## src/rtl/core/dir_offset_subvol_transform_top_assert.svh

```systemverilog
// Assertion macros shared by the directory offset transform RTL.
`ifndef DIR_OFFSET_SUBVOL_TRANSFORM_TOP_ASSERT_SVH
`define DIR_OFFSET_SUBVOL_TRANSFORM_TOP_ASSERT_SVH

// Implication checked on every rising clock edge, off while reset is held.
`define DOST_ASSERT_IMPL(lbl, clk, rst_n, ante, cons, msg) \
  lbl: assert property (@(posedge clk) disable iff (!rst_n) (ante) |-> (cons)) \
    else $error(msg);

// Next-cycle implication, off while reset is held.
`define DOST_ASSERT_NEXT(lbl, clk, rst_n, ante, cons, msg) \
  lbl: assert property (@(posedge clk) disable iff (!rst_n) (ante) |=> (cons)) \
    else $error(msg);

`endif

```

## src/rtl/core/dost_pkg.sv

```systemverilog
// ----------------------------------------------------------------------------
// dost_pkg
// Types, constants and helpers of the directory offset transform pipeline.
// ----------------------------------------------------------------------------
package dost_pkg;

  localparam int unsigned MAX_SUBVOLS = 64;
  localparam int unsigned CNT_W       = 7;
  localparam int unsigned IDX_W       = 6;
  localparam int unsigned OFF_W       = 64;
  localparam int unsigned DIV_STEPS   = 8;
  localparam int unsigned DIV_STAGES  = OFF_W / DIV_STEPS;

  localparam logic [OFF_W-1:0] ALL_ONES       = '1;
  localparam logic [OFF_W-1:0] OFF_LOW63_MASK = 64'h7FFF_FFFF_FFFF_FFFF;
  localparam logic [OFF_W-1:0] TOP_BIT        = 64'h4000_0000_0000_0000;

  // item state carried down the pipeline
  typedef struct packed {
    logic             dec_div;  // decode by division, result comes from q/rem
    logic [OFF_W-1:0] q;        // dividend shifting into quotient
    logic [CNT_W-1:0] rem;      // partial remainder
    logic [CNT_W-1:0] cnt;      // effective member count
    logic [OFF_W-1:0] res;      // result offset for the non-divide paths
    logic [IDX_W-1:0] sub;      // member index for the non-divide paths
    logic             err;      // index out of range
  } dost_item_t;

  // ceiling of log2 for a count of 1..64
  function automatic logic [2:0] ceil_log2(input logic [CNT_W-1:0] n);
    logic [2:0]       b;
    logic [CNT_W-1:0] m;
    b = '0;
    m = n - 7'd1;
    for (int i = 0; i < CNT_W; i++) begin
      if ((m >> i) != '0) begin
        b = 3'(i + 1);
      end
    end
    return b;
  endfunction

endpackage

```

## src/rtl/core/dost_front.sv

```systemverilog
// ----------------------------------------------------------------------------
// dost_front
// First stage: clamps the count, takes the encode and huge decode paths and
// sets up the long division for small-offset decode.
// ----------------------------------------------------------------------------
module dost_front import dost_pkg::*; (
  input  logic             clk_i,
  input  logic             rst_ni,
  input  logic             valid_i,
  output logic             ready_o,
  input  logic             action_i,
  input  logic [OFF_W-1:0] off_i,
  input  logic [IDX_W-1:0] idx_i,
  input  logic [CNT_W-1:0] count_i,
  output logic             valid_o,
  input  logic             ready_i,
  output dost_item_t       item_o
);

  logic             valid_q;
  dost_item_t       item_q, item_d;
  logic [CNT_W-1:0] cnt;
  logic [2:0]       b;
  logic [OFF_W-1:0] low_mask, hi_mask, prod;
  logic [IDX_W-1:0] hsub;

  // effective count and masks
  always_comb begin
    if (count_i == '0) begin
      cnt = 7'd1;
    end else if (count_i > CNT_W'(MAX_SUBVOLS)) begin
      cnt = CNT_W'(MAX_SUBVOLS);
    end else begin
      cnt = count_i;
    end
    b        = ceil_log2(cnt);
    low_mask = ALL_ONES << b;
    hi_mask  = ~(OFF_LOW63_MASK >> (32'(b) + 32'd1));
    prod     = off_i * OFF_W'(cnt);
    hsub     = off_i[IDX_W-1:0] & ~low_mask[IDX_W-1:0];
  end

  // result for every path but the division
  always_comb begin
    item_d         = '0;
    item_d.cnt     = cnt;
    item_d.q       = off_i;
    item_d.rem     = '0;
    if (!action_i) begin
      item_d.err = ({1'b0, idx_i} >= cnt);
      if (item_d.err) begin
        item_d.res = ALL_ONES;
      end else if (off_i == ALL_ONES || cnt == 7'd1) begin
        item_d.res = off_i;
      end else if ((off_i & hi_mask) != '0) begin
        item_d.res = TOP_BIT | ((off_i >> 1) & low_mask) | OFF_W'(idx_i);
      end else begin
        item_d.res = prod + OFF_W'(idx_i);
      end
    end else if (cnt == 7'd1) begin
      item_d.res = off_i;
    end else if ((off_i & TOP_BIT) != '0) begin
      item_d.res = ((off_i & ~TOP_BIT) & low_mask) << 1;
      if ({1'b0, hsub} >= cnt) begin
        item_d.err = 1'b1;
      end else begin
        item_d.sub = hsub;
      end
    end else begin
      item_d.dec_div = 1'b1;
    end
  end

  assign ready_o = !valid_q || ready_i;

  always_ff @(posedge clk_i or negedge rst_ni) begin
    if (!rst_ni) begin
      valid_q <= 1'b0;
    end else if (ready_o) begin
      valid_q <= valid_i;
    end
  end

  always_ff @(posedge clk_i) begin
    if (ready_o && valid_i) begin
      item_q <= item_d;
    end
  end

  assign valid_o = valid_q;
  assign item_o  = item_q;

endmodule

```

## src/rtl/core/dost_div_stage.sv

```systemverilog
// ----------------------------------------------------------------------------
// dost_div_stage
// One stage of the restoring long division: eight quotient bits per stage.
// ----------------------------------------------------------------------------
module dost_div_stage import dost_pkg::*; (
  input  logic       clk_i,
  input  logic       rst_ni,
  input  logic       valid_i,
  output logic       ready_o,
  input  dost_item_t item_i,
  output logic       valid_o,
  input  logic       ready_i,
  output dost_item_t item_o
);

  logic       valid_q;
  dost_item_t item_q, item_d;
  logic [CNT_W:0] r;

  // shift-subtract steps, remainder stays below count
  always_comb begin
    item_d = item_i;
    r      = '0;
    for (int i = 0; i < DIV_STEPS; i++) begin
      r        = {item_d.rem, item_d.q[OFF_W-1]};
      item_d.q = {item_d.q[OFF_W-2:0], 1'b0};
      if (r >= {1'b0, item_d.cnt}) begin
        r           = r - {1'b0, item_d.cnt};
        item_d.q[0] = 1'b1;
      end
      item_d.rem = r[CNT_W-1:0];
    end
  end

  assign ready_o = !valid_q || ready_i;

  always_ff @(posedge clk_i or negedge rst_ni) begin
    if (!rst_ni) begin
      valid_q <= 1'b0;
    end else if (ready_o) begin
      valid_q <= valid_i;
    end
  end

  always_ff @(posedge clk_i) begin
    if (ready_o && valid_i) begin
      item_q <= item_d;
    end
  end

  assign valid_o = valid_q;
  assign item_o  = item_q;

endmodule

```

## src/rtl/core/dir_offset_subvol_transform_top.sv

```systemverilog
// ----------------------------------------------------------------------------
// dir_offset_subvol_transform_top
// Pipeline: item accept to result valid passes 1 front + 8 divide stages.
// Throughput: one item per cycle while the output is not stalled; each stage
// holds one item, the eight divide stages resolve eight quotient bits each.
// Reset: asynchronous active low; clears valid bits, count resets to 1.
// ----------------------------------------------------------------------------
`include "dir_offset_subvol_transform_top_assert.svh"

module dir_offset_subvol_transform_top import dost_pkg::*; (
  input  logic        clk_i,
  input  logic        rst_ni,
  input  logic        cfg_we_i,
  input  logic [6:0]  cfg_wdata_i,        // subvol_count
  input  logic        s_axis_tvalid_i,
  output logic        s_axis_tready_o,
  input  logic [71:0] s_axis_tdata_i,     // offset_in[63:0], subvol_index[69:64]
  input  logic [0:0]  s_axis_tuser_i,     // action[0]
  output logic        m_axis_tvalid_o,
  input  logic        m_axis_tready_i,
  output logic [71:0] m_axis_tdata_o      // offset_out[63:0], subvol_out[69:64],
                                          // index_error[70]
);

  logic [CNT_W-1:0] count_q;
  logic             vld [DIV_STAGES+1];
  logic             rdy [DIV_STAGES+1];
  dost_item_t       stg [DIV_STAGES+1];
  dost_item_t       last;

  // count register
  always_ff @(posedge clk_i or negedge rst_ni) begin
    if (!rst_ni) begin
      count_q <= 7'd1;
    end else if (cfg_we_i) begin
      count_q <= cfg_wdata_i;
    end
  end

  dost_front u_front (
    .clk_i    (clk_i),
    .rst_ni   (rst_ni),
    .valid_i  (s_axis_tvalid_i),
    .ready_o  (s_axis_tready_o),
    .action_i (s_axis_tuser_i[0]),
    .off_i    (s_axis_tdata_i[63:0]),
    .idx_i    (s_axis_tdata_i[69:64]),
    .count_i  (count_q),
    .valid_o  (vld[0]),
    .ready_i  (rdy[0]),
    .item_o   (stg[0])
  );

  // divide pipeline
  for (genvar k = 0; k < DIV_STAGES; k++) begin : g_div
    dost_div_stage u_div (
      .clk_i   (clk_i),
      .rst_ni  (rst_ni),
      .valid_i (vld[k]),
      .ready_o (rdy[k]),
      .item_i  (stg[k]),
      .valid_o (vld[k+1]),
      .ready_i (rdy[k+1]),
      .item_o  (stg[k+1])
    );
  end

  assign rdy[DIV_STAGES] = m_axis_tready_i;
  assign last            = stg[DIV_STAGES];

  // result select
  assign m_axis_tvalid_o = vld[DIV_STAGES];
  assign m_axis_tdata_o  = {1'b0, last.err,
                            last.dec_div ? last.rem[IDX_W-1:0] : last.sub,
                            last.dec_div ? last.q : last.res};

  `DOST_ASSERT_IMPL(a_rem_below_cnt, clk_i, rst_ni, m_axis_tvalid_o && last.dec_div,
                    last.rem < last.cnt, "remainder not below count")
  `DOST_ASSERT_IMPL(a_div_no_err, clk_i, rst_ni, m_axis_tvalid_o && last.dec_div,
                    !last.err, "division path flagged an index error")
  `DOST_ASSERT_IMPL(a_err_sub_zero, clk_i, rst_ni, m_axis_tvalid_o && m_axis_tdata_o[70],
                    m_axis_tdata_o[69:64] == '0, "index error with nonzero index")
  `DOST_ASSERT_NEXT(a_cnt_nonzero, clk_i, rst_ni, vld[0],
                    stg[0].cnt != '0, "effective count is zero")

endmodule

```

## config.mk

```make
export PLATFORM = sky130hd
export DESIGN_NAME = dir_offset_subvol_transform_top
export DESIGN_NICKNAME = d
export VERILOG_FILES = /design/src/rtl/core/dost_pkg.sv /design/src/rtl/core/dost_front.sv /design/src/rtl/core/dost_div_stage.sv /design/src/rtl/core/dir_offset_subvol_transform_top.sv
export VERILOG_INCLUDE_DIRS = /design/src /design/src/rtl/core
export SDC_FILE = /design/constraint.sdc
export NUM_CORES = 2
export LEC_CHECK = 0
export BUFFER_PORTS_ARGS = -buffer_cell sky130_fd_sc_hd__buf_2
export CORE_UTILIZATION = 46
export CTS_CLUSTER_SIZE = 25
export DETAILED_ROUTE_END_ITERATION = 10
export PLACE_DENSITY = 0.67
export SKIP_CTS_REPAIR_TIMING = 1
export SLEW_MARGIN = 20
export SYNTH_ARGS = -nofsm -noshare
export SYNTH_HDL_FRONTEND = slang
export SYNTH_SLANG_ARGS = --single-unit
```

## constraint.sdc

```tcl
create_clock -name clk_i -period 38.3 [get_ports clk_i]
set_input_delay 7.66 -clock clk_i [delete_from_list [all_inputs] [get_ports clk_i]]
set_output_delay 7.66 -clock clk_i [all_outputs]
set_load 0.05 [all_outputs]
```

### Word-level counts from Yosys, hierarchy flattened

Cells that the tools add are included.

| word-level totals | value |
|---|---|
| bits in registers | 1,351 |
| bits of input ports | 85 |
| output and inout port bits | 74 |
| word-level logic and storage cells | 407 |

| operators by class | value |
|---|---|
| $add $sub $neg | 67 |
| multiply operators | 1 |
| magnitude comparators | 67 |
| equality and inequality tests | 2 |
| shift operators | 2 |
| mux-type cells | 150 |
| bitwise gates (word level) | 9 |
| reductions and logical operators | 38 |

Operators with widths:

| operator | count |
|---|---|
| >= comparator 8 x 7 -> 1 bit | 63 |
| 2-to-1 mux 7 bit | 65 |
| subtractor 7 bit | 62 |
| 2-to-1 mux 64 bit | 6 |
| 2-to-1 mux 71 bit | 1 |
| 2-to-1 mux 1 bit | 69 |
| adder 64 x 6 -> 64 bit | 1 |
| bitwise AND 63 x 64 -> 64 bit | 1 |
| bitwise AND 64 bit | 1 |
| == test 64 bit (second input constant) | 1 |
| multiplier 64 x 7 -> 64 bit | 1 |
| NOT 64 bit | 1 |
| bitwise OR 64 x 6 -> 64 bit | 1 |
| nonzero test 64 bit | 1 |
| << shifter 64 x 3 -> 64 bit (first input constant) | 1 |
| >> shifter 63 x 32 -> 64 bit (first input constant) | 1 |
| bitwise AND 62 x 63 -> 63 bit | 1 |
| nonzero test 7 bit | 6 |
| 2-to-1 mux 3 bit | 6 |
| 2-to-1 mux 6 bit | 3 |
| >= comparator 6 x 7 -> 1 bit | 2 |
| logical OR 1 bit | 10 |
| logical AND 1 bit | 9 |
| zero test 1 bit | 9 |
| 13 further kinds | 14 |

### Logic depth before layout (Yosys ltp)

| logic depth | value |
|---|---|
| word-level depth | 21 |
| depth in mapped cells | 85 |
| gate-level depth less buffers | 82 |

### By module

A second synthesis with hierarchy kept.

| unflattened totals | value |
|---|---|
| cells, all modules | 7,270 |
| area total of the unflattened synthesis | 86,713.2 µm² |

By module, submodules not included:

| module | times used | cells an instance | area an instance (µm²) | seq. area each (µm²) |
|---|---|---|---|---|
| dost_div_stage at g_div[0].u_div ... | 4 | 589 | 7,945.1 | 4,529.3 |
| dost_front | 1 | 2,459 | 21,988.6 | 4,319.1 |
| dost_div_stage at g_div[6].u_div ... | 2 | 604 | 7,921.3 | 4,529.3 |
| dost_div_stage at g_div[5].u_div | 1 | 593 | 7,847.5 | 4,529.3 |
| dost_div_stage at g_div[4].u_div | 1 | 559 | 7,780.0 | 4,529.3 |
| dir_offset_subvol_transform_top | 1 | 95 | 1,473.9 | 176.4 |

### Worst setup path before layout

No wires, ideal clock.

| path | value |
|---|---|
| path kind | in2out |
| start point | input m_axis_tready_i |
| end point | output s_axis_tready_o |
| arrival time | 8,896 ps |
| path slack | 21,744 ps |
| cell stages on the path | 6 |
| cell sequence | nor2b_1 > nand3_1 > nor2_1 > nand3_1 > nor2_1 > nand3_1 |

| on the way | value |
|---|---|
| word-level cells in the longest chain between the ends | 9 |

Ends and longest elaborated chain:

| item | RTL line | text |
|---|---|---|
| start: declaration | dir_offset_subvol_transform_top.sv:20 | `input logic m_axis_tready_i,` |
| logical OR 1 bit (8 in series) | dost_div_stage.sv:35 | `assign ready_o = !valid_q \|\| ready_i;` |
| logical OR 1 bit | dost_front.sv:74 | `assign ready_o = !valid_q \|\| ready_i;` |
| end: declaration | dir_offset_subvol_transform_top.sv:16 | `output logic s_axis_tready_o,` |

No other way between the ends.

==> flow_summary.ini <==
[worst_setup_path]
path_max_fanout = 13
cp_slowest_cell = a211oi_2
slowest_delay_ns = 0.85
path_common_cell = o21ai_0
crit_type = reg2reg
path_depth = 72
r2r-end = g_div[1].u_div.item_o[84]
end_kind = flop
cp-start-kind = flop
cp_num_buf_inv = 4
critPathTopFamily = compound AO/OA/AOI/OAI gates
worstPathArrival_ns = 19.93
endpoint = g_div[1].u_div.item_o[84]
startpoint = g_div[0].u_div.item_o[71]
r2r-start = g_div[0].u_div.item_o[71]
reg2reg_depth = 72
critical_path_required_ns = 38.84
r2r_setup_slack_ns = 18.91

[route]
drtIter0Drc = 4125
num_vias = 51220
wire_per_inst_um = 20.82
drt_wl_total_mm = 190.3
drc = 0
drt-vias-per-instance = 5.604
dr.pass1.iters = 6
ant_nets = 0

[timing]
finalCriticalPeriod_ns = 19.39
hold_slack_ns = 0.3997
drv_slew = 0
fin_tns_setup_ns = 0
fmax_mhz = 51.57
finalClockSkew_ns = 0.03507
worstMarginPinSlew_ns = 1.130
period_share = 0.5063
relSlewSlack = 0.2468
postLayoutSetupSlackWorst_ns = 18.91
finalHoldViolCount = 0
rsz0062_at_grt = no
setup_violations = 0

[logic_synthesis]
synth_area_mm2 = 0.08078
ys.flop_type = edfxtp_1
synthArstFlopShare = 0.01184
synth_edf_count = 1335
synth_most_common_cell = edfxtp_1
synth_cell_types = 103
avgSynthCellArea_um2 = 12.32
ys_top_cells_by_area = edfxtp_1, ha_1, fa_1
ys_warn_count = 0
synth-seq-area-share = 0.5012
synth_top_area_frac = 0.4962
synth-seq-cells = 1351
syn_inst = 6556
synthTopCellsByCount = edfxtp_1, ha_1, inv_1, nand2_1, fa_1
synth_area_leader_cell = edfxtp_1
syn-num-nets = 7589

[floorplan]
die_h_um = 421.1
coreArea_mm2 = 0.1742
die_x_um = 421.1
rows = 153
io-pin-count = 159
start_util = 0.4637
die-area_mm2 = 0.1773

[global_routing]
antenna_found_initial = 35
grt_pass1_wl_mm = 297.1
grt_usage = 0.2145
grt_pass1_vias = 51550
grt_max_degree = 125
grt_overflow_total = 0

[placed_design]
hpwl_mm = 136.0
dpl_worst_slack_ns = 19.24
gp_congestion = 0.9045
io_buffer_count = 155

[cts]
cts_inserted_buffers = 137
h-tree-depth = 4
cts_buffer_depth = 3
clk_pin_slew_ns = 0.06
clkLatencyLatePin_ns = 0.80
cts_root_buf = clkbuf_16
cts_tree = yes
cts_sinks = 1351

[run_status]
status = finished clean

[run]
max-cap-violations = 0

[layout]
drive_above_1_share = 0.1058
finalNetCount = 7724
syn2layout_area_growth_pct = 9.689
fillerInstances = 14890

[hold_path]
hp-start = g_div[4].u_div.item_o[3]
worst_hold_path_type = reg2reg
[stage by stage]
step / utilization / cells / cell area [um^2]
floorplan: - / 6556 / 80790
global placement: 0.4831 / 8876 / 84150
detailed placement: 0.4832 / 8877 / 84180
CTS: 0.5084 / 9121 / 88570
global route: 0.5086 / 9136 / 88610
finish: 0.5087 / 9139 / 88610
[kinds of logic after synthesis]
group,after synthesis,synth area share
flops,1351,0.5012
buf+inv,699,0.03299
other cells,1,0.00004642
compound gates,1345,0.1093
mux,324,0.04422
fa+ha+maj,948,0.1803
simple gates,1590,0.09963
xor+xnor,298,0.03231
[how the worst min path moves through the flow]
stage,slack [ns],cells past startpoint,endpoint
6_report,0.40,0,g_div[5].u_div.item_o[3]
5_1_grt,0.41,0,g_div[2].u_div.item_o[109]
4_1_cts,0.40,0,g_div[5].u_div.item_o[3]
3_5_place_dp,0.40,0,g_div[0].u_div.item_o[113]
3_3_place_gp,0.40,0,g_div[0].u_div.item_o[132]
2_1_floorplan,0.40,0,g_div[0].u_div.item_o[0]
[sequential cells by signal, summed over array words and instances (netlist names)]
signal,count
g_div.u_div.valid_o,8
count_q,7
u_front.valid_o,1
u_front.item_o,143
g_div.u_div.item_o,1192
[cells in the final DEF, fill, tap and decap left out, types with 15 or more instances in the layout]
cell          n
a211oi_1     46
a21boi_0     22
a21o_1      149
a21oi_1     332
a221o_1      17
a221oi_1     42
a22oi_1      18
a31oi_1      17
and2_1      260
and3_1       20
buf_2       155
buf_4        47
clkbuf_1     31
clkbuf_16   138
clkinv_1     31
diode_2      18
edfxtp_1   1335
fa_1        360
ha_1        588
inv_1       482
mux2_2      227
mux2i_1      90
nand2_1     481
nand2b_1    106
nand3_1      61
nand4_1      78
nor2_1      278
nor2b_1     136
nor3_1       48
nor3b_1      19
o211ai_1     42
o21a_1       66
o21ai_0     340
o21bai_1     38
o311ai_0     15
o31a_1       24
o31ai_1      29
or2_2        20
xnor2_1     176
xor2_1      122
[cell type report]
class / instances / area, um^2 / share of cell area
multi-input cells: 4506 / 37740 / 0.4259
repair buffers: 205 / 1196 / 0.01350
clock inverters: 74 / 802.0 / 0.009051
inverters: 490 / 1842 / 0.02078
flip-flops and latches: 1351 / 40490 / 0.4569
clock buffers: 170 / 3583 / 0.04044
diodes: 18 / 45.04 / 0.0005083
well taps: 2325 / 2909 / 0.03283
[routing by layer]
metal	vias up	GRT usage	wire, um
met4	4	0.1004	8608
met3	382	0.03066	10120
li1	24130	-	-
met5	-	0	30
met2	1492	0.3468	89100
met1	25210	0.2857	82440
Power is left out: the tool's default activity adds up to more than one toggle a clock period on the data nets, which glitch-free logic cannot reach.
